==> src/sv/qgu_amp_mem.sv <==
// qgu_amp_mem: qubit amplitude store, one write port and two registered read ports.
// Write-through on an address match at the same edge. Depends on nothing else.

module qgu_amp_mem #(
    parameter int DEPTH = 8,
    parameter int AW    = 3,
    parameter int DW    = 64
) (
    input  logic          clk,
    input  logic          we,
    input  logic [AW-1:0] waddr,
    input  logic [DW-1:0] wdata,
    input  logic          re,
    input  logic [AW-1:0] raddr_a,
    input  logic [AW-1:0] raddr_b,
    output logic [DW-1:0] rdata_a,
    output logic [DW-1:0] rdata_b
);

    logic [DW-1:0] mem [DEPTH];

    always_ff @(posedge clk)
    begin
        if (we)
        begin
            mem[waddr] <= wdata;
        end
    end

    always_ff @(posedge clk)
    begin
        if (re)
        begin
            rdata_a <= (we && (waddr == raddr_a)) ? wdata : mem[raddr_a];
            rdata_b <= (we && (waddr == raddr_b)) ? wdata : mem[raddr_b];
        end
    end

endmodule

==> config.mk <==
export PLATFORM = sky130hd
export DESIGN_NAME = qgu_amp_mem
export DESIGN_NICKNAME = d
export VERILOG_FILES = /design/src/sv/qgu_amp_mem.sv
export SDC_FILE = /design/constraint.sdc
export NUM_CORES = 1
export LEC_CHECK = 0
export ABC_AREA = 1
export BUFFER_PORTS_ARGS = -buffer_cell sky130_fd_sc_hd__buf_2
export CAP_MARGIN = 10
export CORE_MARGIN = 5
export CORE_UTILIZATION = 25
export CTS_BUF_LIST = sky130_fd_sc_hd__clkbuf_4 sky130_fd_sc_hd__clkbuf_8
export DETAILED_ROUTE_END_ITERATION = 12
export GPL_ROUTABILITY_DRIVEN = 0
export PLACE_DENSITY = 0.41
export SKIP_LAST_GASP = 1
export SLEW_MARGIN = 5
export SYNTH_ARGS = -nofsm -noshare
export SYNTH_HDL_FRONTEND = slang
export SYNTH_SLANG_ARGS = --single-unit
==> constraint.sdc <==
create_clock -name clk -period 8.7 [get_ports clk]
set_clock_uncertainty 0.2 [all_clocks]
set_input_delay 1.305 -clock clk [delete_from_list [all_inputs] [get_ports clk]]
set_output_delay 1.305 -clock clk [all_outputs]
set_load 0.1 [all_outputs]
==> out/qor.txt <==
status: finished, final reports clean
Final TNS setup: 0 ns
Crit-path slowest cell: inv_4
WL final: 115 mm
Seq cells post-synth: 640
post-route ant nets: 0
CTS buffer count: 116
FF-to-FF Start: mem[7][35]
most common cell after layout, fill and taps aside: nand2_1
R2R setup slack: 7.17 ns
FMAX: 242 MHz
CORE AREA: 0.126 mm2
YS warnings: 0
via/cell ratio: 4.56
die width: 367 um
Worst setup EP type: register
Cell variety after synth: 11
post-CTS sizing: 0
pwr dens: 213 mW/mm2
Combinational Power Share: 15.2%
Max-Cap Viols: 0
switching share of power: 30.2%
Post-Syn Nets: 3671
initial antenna violation count: 14
clk buf depth: 3
min-delay worst type: reg2reg
Clock Pin Slew Worst Setup and Hold Paths: 0.07 ns
final setup vio count: 0
nets: 3802
area leader, netlist: edfxtp_1
WL met2: 52.9 mm
vias: 24983
dominant cells by area after synthesis: edfxtp_1, nand2_1, nand3_1, inv_1, buf_2
Worst Setup Path Type: in2reg
Layout area overhead: 14.8%
Min Hold Slack: 0.526 ns
IO Count: 204
Post-route DRC: 0
Die Y: 367 um
H-tree levels: 3
most frequent cells in the layout: nand2_1, nand3_1, edfxtp_1
Worst Setup Start Kind: input port
Root Driver: clkbuf_8
postcts setup bufs: 0
Slew HR: 22.6%
pin count of the biggest net entering global routing: 172
Sink Count: 640
routed len/inst: 21.0 um
Post-Route M1 WL: 52.1 mm
post-synth top area share: 60.5%
Cells after Synth: 3595
Worst Hold Depth: 6
row count: 130
maximum vdd drop: 0.112 mV
CP delay by family, top: buffers and inverters
Die ar.: 0.134 mm2
register share of total power: 46.3%
clock share of power: 38.5%
First-pass DRT Iterations: 7
Port Buffers: 203
CP Buf/Inv Count: 3
Pleak: 0.0158 uW
HP Start: mem[7][30]
Syn Area/Cell: 8.84 um2
synthesized cell area: 0.0318 mm2
HPWL Detailed: 58.7 mm
Reg2Reg Capture Point: rdata_b[35]
1st-iter DRT viols: 2046
GR Util All Layers: 16.6%
RSZ-0062 raised after global routing: no
Worst Hold Path EP: rdata_a[30]
FF-to-FF path depth: 6
CTS tree: yes
Crit path arrival time: 4.53 ns
Highest Signal Layer: met5
Int Power: 5420 uW
Slew Viols, Final: 0
cts hold-fix bufs: 0
required time of the critical path: 9.09 ns
vias in the first global route: 24432
met3 wire length: 6.90 mm
global-route wire length before repair: 168 mm
post-route clock period utilization: 47.6%
Period minus WS final: 4.14 ns
gr ovfl total: 0
chain of cells forming the critical path: buf_8 -> inv_8 -> nand2_1 -> nand2_1 -> nor2_1 -> nand2_4 -> inv_4 -> nand2_1 -> nand2_1
Seq/Total Area, Yosys: 60.5%
CP Max Fanout: 125
Final Hold Viols: 0
most used cell, CP: nand2_1
Worst-Margin Slew: 1.16 ns
Skew-Pair Late Insertion Delay: 0.75 ns
CP max stage delay: 0.96 ns
Starting Density: 25.2%
layout cells sized above 1: 11.5%
NetSw: 2350 uW
==> power by group through the flow <==
stage	clock network, uW	registers, uW	logic (uW)
2_1_floorplan	0	4060	441
3_3_place_gp	0	3670	1190
3_5_place_dp	0	3670	1190
4_1_cts	3100	3600	1200
5_1_grt	3250	3610	1270
6_report	2990	3600	1180
==> cells in the mapped netlist, drive strengths merged <==
cell    count
nand3     894
nand2    1308
clkbuf     46
inv       515
nor2       14
buf       178
edfxtp    640
==> logic make-up (layout without fill, tap and decap cells) <==
family                 Yosys count  count (layout)  synth area share (%)
and+or+nand+nor               2216            2216                  29.7
buffers and inverters          739             966                  9.86
other                            0               5                     0
DFF                            640             640                  60.5
==> tightest hold or removal path: stages (launching register included) <==
cell and delay [ns]:
edfxtp_1 0.32, inv_1 0.05, nand2_1 0.05, nand3_1 0.07, nand3_1 0.07, nand3_1 0.07, nand2_1 0.05
==> worst max path at each step <==
stage	endpoint	from	depth (start not counted)	slack, ns
6_report	rdata_a[11]	raddr_a[0]	9	4.56
5_1_grt	rdata_a[31]	raddr_a[0]	9	4.42
4_1_cts	rdata_a[28]	raddr_a[0]	9	4.64
3_5_place_dp	rdata_a[11]	raddr_a[0]	9	3.81
3_3_place_gp	rdata_a[4]	raddr_a[0]	9	3.84
2_1_floorplan	mem[4][0]	waddr[1]	3	3.84
==> per-stage QoR <==
stage / worst slack, ns / instance area (um2) / std cells / total power [uW] / utilization (%)
finish: 4.56 / 36500 / 5477 / 7780 / 29.0
detailed placement: 3.81 / 34100 / 5258 / 4860 / 27.1
global placement: 3.84 / 34100 / 5258 / 4860 / 27.1
floorplan: 3.84 / 31800 / 3595 / 4500 / -
global route: 4.42 / 36500 / 5474 / 8140 / 28.9
CTS: 4.64 / 36500 / 5472 / 7900 / 28.9
==> sequential cells by signal, indices dropped and copies added (netlist names) <==
name     count
mem        512
rdata_a     64
rdata_b     64
==> metal layers <==
| layer | up-vias | global-route usage (%) |
|---|---|---|
| met5 | - | 0 |
| met3 | 179 | 2.84 |
| met1 | 12031 | 22.4 |
| li1 | 11965 | - |
| met2 | 798 | 27.2 |
| met4 | 10 | 4.98 |
==> area by class of cell <==
| type | instances | area, um2 |
|---|---|---|
| Fill cell | 13306 | 89600 |
| Sequential cell | 640 | 19200 |
| Multi-Input combinational cell | 2216 | 9510 |
| Tap cell | 1650 | 2060 |
| Inverter | 515 | 1970 |
| Clock buffer | 152 | 1890 |
| Timing Repair Buffer | 237 | 1340 |
| Clock inverter | 62 | 490 |
| Antenna cell | 5 | 12.5 |
No activity file was read; power rests on OpenSTA's default activity.
